### src/sv/mpic_pkg.sv
`default_nettype none

package mpic_pkg;

    typedef logic [2:0] mode_t;

    localparam mode_t MODE_SET        = 3'd0;
    localparam mode_t MODE_CLEAR      = 3'd1;
    localparam mode_t MODE_CLEAR_ALL  = 3'd2;
    localparam mode_t MODE_WRITE_NCH  = 3'd3;
    localparam mode_t MODE_READ_NCH   = 3'd4;
    localparam mode_t MODE_RECOMPUTE  = 3'd5;
    localparam mode_t MODE_SERVE      = 3'd6;

    localparam int NUM_GROUPS = 10;

    localparam logic [31:0] ALWAYS_ON_MASK = 32'h8000_0000;
    localparam logic [31:0] NCHAN_KEEP     = 32'h000F_FFF0;

    localparam logic [31:0] GROUP_MASK [NUM_GROUPS] = '{
        32'h4000_0000,
        32'h2000_0000,
        32'h1000_0000,
        32'h0800_0000,
        32'h07F0_0000,
        32'h000C_0000,
        32'h0003_0000,
        32'h0000_FC00,
        32'h0000_03F0,
        32'h0000_000F
    };

    typedef struct packed {
        logic [31:0] request;
        logic [31:0] pending;
        logic [15:0] read_value;
        logic        served_valid;
        logic [4:0]  served_line;
    } mpic_upd_t;

    function automatic logic [31:0] enable_mask(input logic [15:0] status);
        logic [31:0] m;
        m = ALWAYS_ON_MASK;
        for (int k = 0; k < NUM_GROUPS; k++) begin
            if (status[15 - k]) begin
                m = m | GROUP_MASK[k];
            end
        end
        return m;
    endfunction

    function automatic logic [31:0] line_bit(input logic [4:0] line);
        logic [31:0] m;
        m = '0;
        m[5'd31 - line] = 1'b1;
        return m;
    endfunction

    // Leading-zero count in five halving steps; it equals the line number
    // of the highest-priority set bit.
    function automatic logic [4:0] first_line(input logic [31:0] v);
        logic [31:0] w;
        logic [4:0]  n;
        w = v;
        n = '0;
        if (w[31:16] == 16'h0) begin
            n[4] = 1'b1;
            w = w << 16;
        end
        if (w[31:24] == 8'h0) begin
            n[3] = 1'b1;
            w = w << 8;
        end
        if (w[31:28] == 4'h0) begin
            n[2] = 1'b1;
            w = w << 4;
        end
        if (w[31:30] == 2'h0) begin
            n[1] = 1'b1;
            w = w << 2;
        end
        if (!w[31]) begin
            n[0] = 1'b1;
        end
        return n;
    endfunction

endpackage

`default_nettype wire

### src/sv/mpic_if.sv
`default_nettype none

interface mpic_in_if;
    logic        valid;
    logic        ready;
    logic [2:0]  mode;
    logic [4:0]  line;
    logic [15:0] write_value;
    logic [15:0] status_word;

    modport source (output valid, output mode, output line, output write_value,
                    output status_word, input ready);
    modport sink (input valid, input mode, input line, input write_value,
                  input status_word, output ready);
endinterface

interface mpic_out_if;
    logic        valid;
    logic        ready;
    logic [15:0] read_value;
    logic [31:0] pending_vector;
    logic        any_pending;
    logic        served_valid;
    logic [4:0]  served_line;

    modport source (output valid, output read_value, output pending_vector,
                    output any_pending, output served_valid, output served_line,
                    input ready);
    modport sink (input valid, input read_value, input pending_vector,
                  input any_pending, input served_valid, input served_line,
                  output ready);
endinterface

`default_nettype wire

### src/sv/mpic_next.sv
`default_nettype none

module mpic_next
    import mpic_pkg::*;
(
    input  wire logic [31:0] request,
    input  wire logic [31:0] pending,
    input  wire mode_t       mode,
    input  wire logic [4:0]  line,
    input  wire logic [15:0] write_value,
    input  wire logic [15:0] status_word,
    output mpic_upd_t        upd
);

    logic [31:0] mask;
    logic [31:0] lbit;
    logic [31:0] nch_request;
    logic [4:0]  first;
    logic [31:0] first_bit;

    assign mask        = enable_mask(status_word);
    assign lbit        = line_bit(line);
    assign nch_request = (request & NCHAN_KEEP)
                       | {write_value[15:4], 20'h0_0000}
                       | {28'h000_0000, write_value[3:0]};
    assign first       = first_line(pending);
    assign first_bit   = line_bit(first);

    always_comb
    begin
        upd.request      = request;
        upd.pending      = pending;
        upd.read_value   = '0;
        upd.served_valid = 1'b0;
        upd.served_line  = '0;
        unique case (mode)
            MODE_SET:
            begin
                upd.request = request | lbit;
                upd.pending = (request | lbit) & mask;
            end
            MODE_CLEAR:
            begin
                upd.request = request & ~lbit;
                upd.pending = pending & ~lbit;
            end
            MODE_CLEAR_ALL:
            begin
                upd.request = '0;
                upd.pending = '0;
            end
            MODE_WRITE_NCH:
            begin
                upd.request = nch_request;
                upd.pending = nch_request & mask;
            end
            MODE_READ_NCH:
            begin
                upd.read_value = {request[31:20], request[3:0]};
            end
            MODE_RECOMPUTE:
            begin
                upd.pending = request & mask;
            end
            MODE_SERVE:
            begin
                if (pending != 32'h0) begin
                    upd.served_valid = 1'b1;
                    upd.served_line  = first;
                    upd.request      = request & ~first_bit;
                    upd.pending      = pending & ~first_bit;
                end
            end
            default:
            begin
                upd.request = request;
            end
        endcase
    end

endmodule

`default_nettype wire

### src/sv/masked_priority_interrupt_controller.sv
// Masked priority interrupt controller with 32 request lines.
// Input channel req carries one command transaction: mode, line, write_value
// and the current status_word, whose bits 15..6 select the enabled groups.
// Output channel rsp returns exactly one result transaction per command:
// read_value, the pending register after the command, any_pending and, for
// serve, the chosen line number with served_valid.
// The result is registered: a command accepted at a clock edge has its result
// on rsp right after that edge.
// Throughput is one command per cycle while rsp is not stalled; the
// request/pending update and the 32-bit priority encode are combinational
// logic between the state registers and the result register.
// When the receiver stalls, the result register holds its transaction and
// req.ready stays high only if that result is taken in the same cycle, so
// nothing is lost and at most one result waits.
// Reset clears the request and pending registers and drops rsp.valid; the
// block accepts commands as soon as reset is released.
`default_nettype none

module masked_priority_interrupt_controller
    import mpic_pkg::*;
(
    input  wire logic   clk,
    input  wire logic   rst_n,
    mpic_in_if.sink     req,
    mpic_out_if.source  rsp
);

    logic [31:0] request_reg;
    logic [31:0] pending_reg;
    logic        rsp_valid_reg;
    logic [15:0] read_value_reg;
    logic        served_valid_reg;
    logic [4:0]  served_line_reg;
    logic        accept;
    mpic_upd_t   upd;

    mpic_next u_next (
        .request     (request_reg),
        .pending     (pending_reg),
        .mode        (req.mode),
        .line        (req.line),
        .write_value (req.write_value),
        .status_word (req.status_word),
        .upd         (upd)
    );

    assign req.ready = !rsp_valid_reg || rsp.ready;
    assign accept    = req.valid && req.ready;

    always_ff @(posedge clk or negedge rst_n)
    begin
        if (!rst_n) begin
            request_reg   <= '0;
            pending_reg   <= '0;
            rsp_valid_reg <= 1'b0;
        end else begin
            if (accept) begin
                request_reg   <= upd.request;
                pending_reg   <= upd.pending;
                rsp_valid_reg <= 1'b1;
            end else if (rsp.ready) begin
                rsp_valid_reg <= 1'b0;
            end
        end
    end

    always_ff @(posedge clk)
    begin
        if (accept) begin
            read_value_reg   <= upd.read_value;
            served_valid_reg <= upd.served_valid;
            served_line_reg  <= upd.served_line;
        end
    end

    assign rsp.valid          = rsp_valid_reg;
    assign rsp.read_value     = read_value_reg;
    assign rsp.pending_vector = pending_reg;
    assign rsp.any_pending    = pending_reg != 32'h0;
    assign rsp.served_valid   = served_valid_reg;
    assign rsp.served_line    = served_line_reg;

endmodule

`default_nettype wire

### src/flat_wrapper.sv
// flat-port wrapper written by rule: the top's interface ports become plain ports
module masked_priority_interrupt_controller_flat import mpic_pkg::*;
  (clk, rst_n, req_valid, req_mode, req_line, req_write_value, req_status_word, req_ready, rsp_valid, rsp_read_value, rsp_pending_vector, rsp_any_pending, rsp_served_valid, rsp_served_line, rsp_ready);
  mpic_in_if req_i ();
  mpic_out_if rsp_i ();
  input  wire logic clk;
  input  wire logic rst_n;
  input wire logic [$bits(req_i.valid)-1:0] req_valid;
  input wire logic [$bits(req_i.mode)-1:0] req_mode;
  input wire logic [$bits(req_i.line)-1:0] req_line;
  input wire logic [$bits(req_i.write_value)-1:0] req_write_value;
  input wire logic [$bits(req_i.status_word)-1:0] req_status_word;
  output wire logic [$bits(req_i.ready)-1:0] req_ready;
  output wire logic [$bits(rsp_i.valid)-1:0] rsp_valid;
  output wire logic [$bits(rsp_i.read_value)-1:0] rsp_read_value;
  output wire logic [$bits(rsp_i.pending_vector)-1:0] rsp_pending_vector;
  output wire logic [$bits(rsp_i.any_pending)-1:0] rsp_any_pending;
  output wire logic [$bits(rsp_i.served_valid)-1:0] rsp_served_valid;
  output wire logic [$bits(rsp_i.served_line)-1:0] rsp_served_line;
  input wire logic [$bits(rsp_i.ready)-1:0] rsp_ready;
  assign req_i.valid = req_valid;
  assign req_i.mode = req_mode;
  assign req_i.line = req_line;
  assign req_i.write_value = req_write_value;
  assign req_i.status_word = req_status_word;
  assign req_ready = req_i.ready;
  assign rsp_valid = rsp_i.valid;
  assign rsp_read_value = rsp_i.read_value;
  assign rsp_pending_vector = rsp_i.pending_vector;
  assign rsp_any_pending = rsp_i.any_pending;
  assign rsp_served_valid = rsp_i.served_valid;
  assign rsp_served_line = rsp_i.served_line;
  assign rsp_i.ready = rsp_ready;
  masked_priority_interrupt_controller u_core (.clk(clk), .rst_n(rst_n), .req(req_i), .rsp(rsp_i));
endmodule
### config.mk
export PLATFORM = sky130hd
export DESIGN_NAME = masked_priority_interrupt_controller_flat
export DESIGN_NICKNAME = d
export VERILOG_FILES = /design/src/sv/mpic_pkg.sv /design/src/sv/mpic_if.sv /design/src/sv/mpic_next.sv /design/src/sv/masked_priority_interrupt_controller.sv /design/src/flat_wrapper.sv
export SDC_FILE = /design/constraint.sdc
export NUM_CORES = 1
export LEC_CHECK = 0
export BUFFER_PORTS_ARGS = -buffer_cell sky130_fd_sc_hd__buf_2
export CAP_MARGIN = 20
export CORE_ASPECT_RATIO = 1.75
export CORE_MARGIN = 3
export CORE_UTILIZATION = 55
export CTS_CLUSTER_SIZE = 40
export DETAILED_ROUTE_END_ITERATION = 6
export GPL_ROUTABILITY_DRIVEN = 0
export GPL_TIMING_DRIVEN = 1
export PLACE_DENSITY = 0.88
export SLEW_MARGIN = 0
export SYNTH_ARGS = -nofsm -noshare
export SYNTH_HDL_FRONTEND = slang
export SYNTH_SLANG_ARGS = --single-unit
export TNS_END_PERCENT = 1
### constraint.sdc
create_clock -name clk -period 3.3 [get_ports clk]
set_input_delay 0.66 -clock clk [delete_from_list [all_inputs] [get_ports clk]]
set_output_delay 0.66 -clock clk [all_outputs]
set_load 0.01 [all_outputs]
==> flow_summary.yaml, run 1 <==
worst_setup_path:
  cp_max_fo: 6
  startpoint_type: "flop"
  cp_slowest_cell: "nor4_1"
  cp-end-kind: "output pin"
  crit_end: "rsp_any_pending"
  reg2reg_from: "u_core.rsp.pending_vector[28]"
  r2r_setup_slack_ns: 0.16
  startpoint: "u_core.rsp.pending_vector[3]"
  critPathKind: "reg -> out"
  worstPathArrival_ns: 2.48
  crit_chain: "nor4_1 -> nand4_1 -> or2_2 -> buf_2"
  r2r_cells: 8
  max_stage_delay_ns: 0.87
  r2r-end: "u_core.request_reg[29]"
  cp.required_ns: 2.64
timing:
  timing.hold.ws_ns: 0.4919
  finalHoldViolCount: 0
  tns_ns: 0
  fmax_mhz: 318.1
  setup_viol: 0
  drv_slew: 0
  period_needed_ns: 3.144
  worst_pin_slew_ns: 0.9894
  rsz0062_at_grt: "false"
  slew-limit-headroom_pct: 33.43
  post-route-period-util_pct: 95.26
  skew_ns: 0.009628
global_routing:
  grt.met2_usage_pct: 61.18
  grt_pass1_vias: 6448
  use_met3_pct: 11.46
  antenna_found_initial: 0
  use_met1_pct: 46.22
  grt_busiest_layer: "met2"
  gr-total-overflow: 0
  grt_max_degree: 66
  grt_pass1_wl_um: 34220
  grt_usage_pct: 40.30
finish:
  stdcell_count: 891
  final_layout_size_suffix_gt1_share_pct: 22.89
  nets: 808
  diodes: 0
  design_area_um2: 6571
  area_growth_pct: 19.74
power_and_ir_drop:
  leakage_nw: 2.859
  peakVddDrop_mv: 0.3847
  p_per_area_nw_per_um2: 694.9
  p_total_mw: 4.567
logic_synthesis:
  synth_area_leaders: "dfrtp_1 (30%), edfxtp_1 (12%), a21oi_1 (8.0%)"
  synth_top_area_share_pct: 29.64
  synthAdderAreaFrac_pct: 0
  synth_edf_count: 22
  synth-simple-area-share_pct: 20.77
  synth_compound_area_share_pct: 32.42
  syn_nets: 703
  ys.flop_type: "dfrtp_1"
  synth_area_um2: 5488
  yosysUniqueCellTypes: 66
  synth_cells: 659
  synth_top_family_by_area: "compound AO/OA/AOI/OAI gates"
  async_flop_share_pct: 74.71
  avgSynthCellArea_um2: 8.327
  synthMuxAreaShare_pct: 0.3648
  synth_seq_area_share_pct: 41.68
  yosys_warnings: 0
  synth_largest_area_cell: "dfrtp_1"
  synthXorXnorAreaFrac_pct: 0.3192
  synth_seq_cells: 87
cts:
  htreeDepth: 3
  clockRootBuffer: "clkbuf_16"
  cts_tree: "yes"
  numCtsBuffers: 9
  postCtsSetupRepairBufs: 0
  clk_pin_slew_ns: 0.07
  insertion_delay_ns: 0.36
  clk_path_buf_depth: 2
  clock-sinks: 87
status:
  violations: "DRC"
  outcome: "finished with violations"
floorplan:
  die_w_um: 81.51
  die_y_um: 138.1
  rows: 47
  start_util_pct: 57.25
  pin_count: 101
  die-area_um2: 11260
  core_um2: 9585
flow_run:
  maxCapViolCount: 0
placed_design:
  portBuffers: 94
  placedCellCount: 875
  dp_hpwl_um: 15010
  dpl-instance-area_um2: 6270
routing:
  first_pass_iters: 7
  drtAntennaViolNets: 0
  drt_wl_total_um: 21650
  via_per_inst: 7.414
  num_vias: 6606
  avgRoutedWirePerCell_um: 24.30
  drc: 32
  dr.first_iter.drc_count: 1313
worst_hold_path:
  hp-class: "in -> async"
[layout by cell type (no fill, tap or decap), types with 17 or more instances in the layout]
cell type	n
o21ai_0	59
a21oi_1	87
and3_1	19
o21ai_1	17
nor2_1	37
buf_4	46
buf_2	94
a31oi_1	37
nand2_1	79
dfrtp_1	65
edfxtp_1	22
nor3_1	17
[metrics by stage]
| stage | worst slack, ns | util, % |
|---|---|---|
| after global routing | 0.02469 | 68.55 |
| final | 0.1563 | 68.55 |
| after floorplan | 0.5626 | - |
| after detailed placement | 0.2813 | 65.41 |
| after global placement | 0.3468 | 65.41 |
| after CTS | 0.2536 | 68.52 |
[logic make-up after synthesis]
logic type                count (synthesis)
DFF                                      87
buffers and inverters                    57
and+or+nand+nor                         222
AOI/OAI and AO/OA                       289
xor gates and xnor gates                  2
muxes                                     2
[where the power goes]
part	internal, mW	switching [mW]	leakage, nW	total, mW
Sequential	1.33	0.272	1.05	1.61
Clock	0.606	0.447	0.144	1.05
Combinational	0.671	1.24	1.66	1.91
Total	2.61	1.96	2.86	4.57
[cell usage after synthesis, types with 10 or more instances]
master,instances
nor4_1,13
nor3_1,17
clkbuf_1,34
a221oi_1,11
nand3_1,10
o21ai_1,17
inv_1,10
a21oi_1,88
nor2_1,37
nand2_1,79
o22ai_1,11
o21ai_0,59
edfxtp_1,22
and3_1,19
a31oi_1,37
and2_1,10
o311ai_1,13
dfrtp_1,65
[critical path, delay by kind of cell (launching register included)]
kind / cells / cell delay (ns)
AND/OR/NAND/NOR: 3 / 1.51
flip-flops: 1 / 0.44
buffers and inverters: 1 / 0.16
[metal layers]
layer  share of wire (%)  vias to the layer above
met5                   0                        -
li1                    -                     2729
met4                  11                        0
met2                  45                      698
met1                  31                     2925
met3                  14                      254
[worst min-delay path by stage]
stage | end | cells after the start
after global routing | u_core.rsp.valid | 2
after detailed placement | u_core.request_reg[30] | 1
after global placement | u_core.request_reg[8] | 1
final | u_core.rsp.pending_vector[23] | 2
after floorplan | u_core.request_reg[0] | 0
after CTS | u_core.rsp.valid | 2
[layout make-up]
type	count	area, um^2
fill	729	3014
multi-input combinational	515	2960
sequential	87	2287
timing repair buffer	141	835.8
clock buffer	11	242.7
tap	122	152.6
clock inverter	5	55.05
inverter	10	37.54
[what timing repair did]
action | 4_1_cts | 5_1_grt
setup endpoints to repair | 0 | 4
hold buffers | 0 | 0
resized for setup | 0 | 1
No activity file was read; power rests on OpenSTA's default activity.
==> run 2: changes to the inputs <==
- CORE_ASPECT_RATIO: 1.75 -> not set
- clock period: 3.3 -> 3.95 ns (I/O delays scaled with it)
==> run 2 against run 1 <==
Compared with the run above: the flow now finishes without violations; routed wire length decreased by 6.9%; critical endpoint is now u_core.rsp.served_line[0]; global-route usage decreased by 4.7 points; non-clock buffer count decreased by 25; worst hold slack improved by 0.025 ns; highest routed layer unchanged.
==> flow_summary.yaml, run 2 (synthesis gave the netlist of run 1 again) <==
status:
  outcome: "completed"
cts:
  cts_tree: "yes"
  insertion_delay_ns: 0.39
  clockRootBuffer: "clkbuf_8"
  numCtsBuffers: 9
  htreeDepth: 3
  clk_pin_slew_ns: 0.09
  postCtsSetupRepairBufs: 0
  cts-resized-gates: 0
  cts-hold-fix-buffers: 0
  clock-sinks: 87
  clk_path_buf_depth: 2
worst_setup_path:
  startpoint_type: "flop"
  critPathKind: "reg -> reg"
  worstPathArrival_ns: 3.77
  cp-end-kind: "flop"
  r2r-end: "u_core.rsp.served_line[0]"
  worst-path-buf-inv: 1
  reg2reg_from: "u_core.rsp.pending_vector[29]"
  r2r_setup_slack_ns: 0.38
  max_stage_delay_ns: 0.81
  crit_top_cell: "nor3_1"
  crit_family: "compound AO/OA/AOI/OAI gates"
  r2r_cells: 8
  cp.required_ns: 4.15
  cp_max_fo: 19
  cp_slowest_cell: "o21a_1"
  crit_chain: "or4_1 -> nor4_4 -> buf_4 -> nor3_1 -> o221ai_1 -> o21a_1 -> a211oi_1 -> nor3_1"
routing:
  via_per_inst: 7.347
  num_vias: 6414
  avgRoutedWirePerCell_um: 23.10
  drt_wl_total_um: 20160
  wl_met3_um: 3103
  wl_met2_um: 8567
  first_pass_iters: 7
  drc: 0
  wl_met1_um: 6983
  dr.first_iter.drc_count: 1294
  drtAntennaViolNets: 0
  routed.top_layer: "met4"
finish:
  stdcell_count: 873
  area_growth_pct: 14.87
  layout_commonest_cell: "buf_2"
  nets: 783
  final_layout_size_suffix_gt1_share_pct: 20.43
  diodes: 0
  final_cell_mix: "buf_2 (94), a21oi_1 (88), nand2_1 (79)"
  nFillCells: 762
global_routing:
  grt_usage_pct: 35.59
  grt_pass1_vias: 5872
  antenna_found_initial: 0
  gr-total-overflow: 0
  grt_max_degree: 40
  grt_pass1_wl_um: 31510
floorplan:
  pin_count: 101
  die-area_um2: 11210
  die_y_um: 105.9
  core_um2: 9459
  die_w_um: 105.9
  rows: 35
  start_util_pct: 58.02
timing:
  finalHoldViolCount: 0
  drv_slew: 0
  rsz0062_at_grt: "false"
  slew-limit-headroom_pct: 25.75
  tns_ns: 0
  timing.hold.ws_ns: 0.5168
  period_needed_ns: 3.570
  skew_ns: 0.01740
  worst_pin_slew_ns: 1.111
  post-route-period-util_pct: 90.39
  setup_viol: 0
  fmax_mhz: 280.1
flow_run:
  maxCapViolCount: 0
placed_design:
  placedCellCount: 857
  portBuffers: 94
  dp_hpwl_um: 13840
power_and_ir_drop:
  p_comb_share_pct: 40.3
  p_seq_share_pct: 39.0
  internal_power_mw: 1.950
  leakage_nw: 2.697
  peakVddDrop_mv: 0.2532
  power.share.switching_pct: 44.88
  p_per_area_nw_per_um2: 561.2
  p_total_mw: 3.537
  clkPwrFrac_pct: 20.7
  power_switching_mw: 1.588
worst_hold_path:
  hp-class: "in -> async"
[run 2: cell count changes in the layout (fill, tap and decap cells not counted)]
cell,change
bufinv_16,+1
a21oi_2,-1
clkbuf_8,+8
clkbuf_16,-9
a21oi_1,+1
buf_4,-24
clkbuf_1,-1
clkinv_1,-1
buf_12,-1
clkinv_2,-1
inv_6,+2
clkinvlp_4,+1
[run 2: routing by layer]
layer  vias to the layer above  global-route usage [%]
li1                       2673                       -
met1                      2901                   46.52
met2                       645                   52.91
met3                       195                   9.957
met4                         0                   20.81
met5                         -                       0
[run 2: power groups by stage]
stage / sequential (mW) / combinational, mW / clock (mW)
after detailed placement: 1.37 / 1.33 / 0
after global routing: 1.39 / 1.50 / 0.762
final: 1.38 / 1.43 / 0.733
after global placement: 1.36 / 1.29 / 0
after CTS: 1.36 / 1.35 / 0.721
after floorplan: 1.34 / 0.908 / 0
[run 2: worst max-delay path by stage]
stage,start,depth (start not counted),slack (ns),endpoint
6_report,u_core.rsp.pending_vector[29],8,0.38,u_core.rsp.served_line[0]
5_1_grt,u_core.rsp.pending_vector[29],8,0.22,u_core.rsp.served_line[0]
4_1_cts,u_core.rsp.pending_vector[29],8,0.54,u_core.rsp.served_line[0]
3_5_place_dp,u_core.rsp.pending_vector[29],8,0.68,u_core.rsp.served_line[0]
3_3_place_gp,u_core.rsp.pending_vector[21],7,0.76,u_core.rsp.pending_vector[17]
2_1_floorplan,u_core.rsp.pending_vector[27],8,1.21,u_core.request_reg[4]
[run 2: cell type report]
type	count	area, um^2	share of cell area [%]
Sequential cell	87	2287	36.28
Clock buffer	9	123.9	1.965
Tap cell	129	161.4	2.561
Timing Repair Buffer	116	635.6	10.08
Inverter	10	37.54	0.5955
Clock inverter	7	101.3	1.608
Multi-Input combinational cell	515	2957	46.90
[run 2: through the flow]
step,setup WS (ns),utilization (%),instance area (um^2)
final,0.3798,66.64,6304
after global routing,0.2237,66.64,6304
after CTS,0.5416,66.64,6304
after detailed placement,0.6803,64.26,6078
after global placement,0.7609,64.26,6078
after floorplan,1.213,-,5488
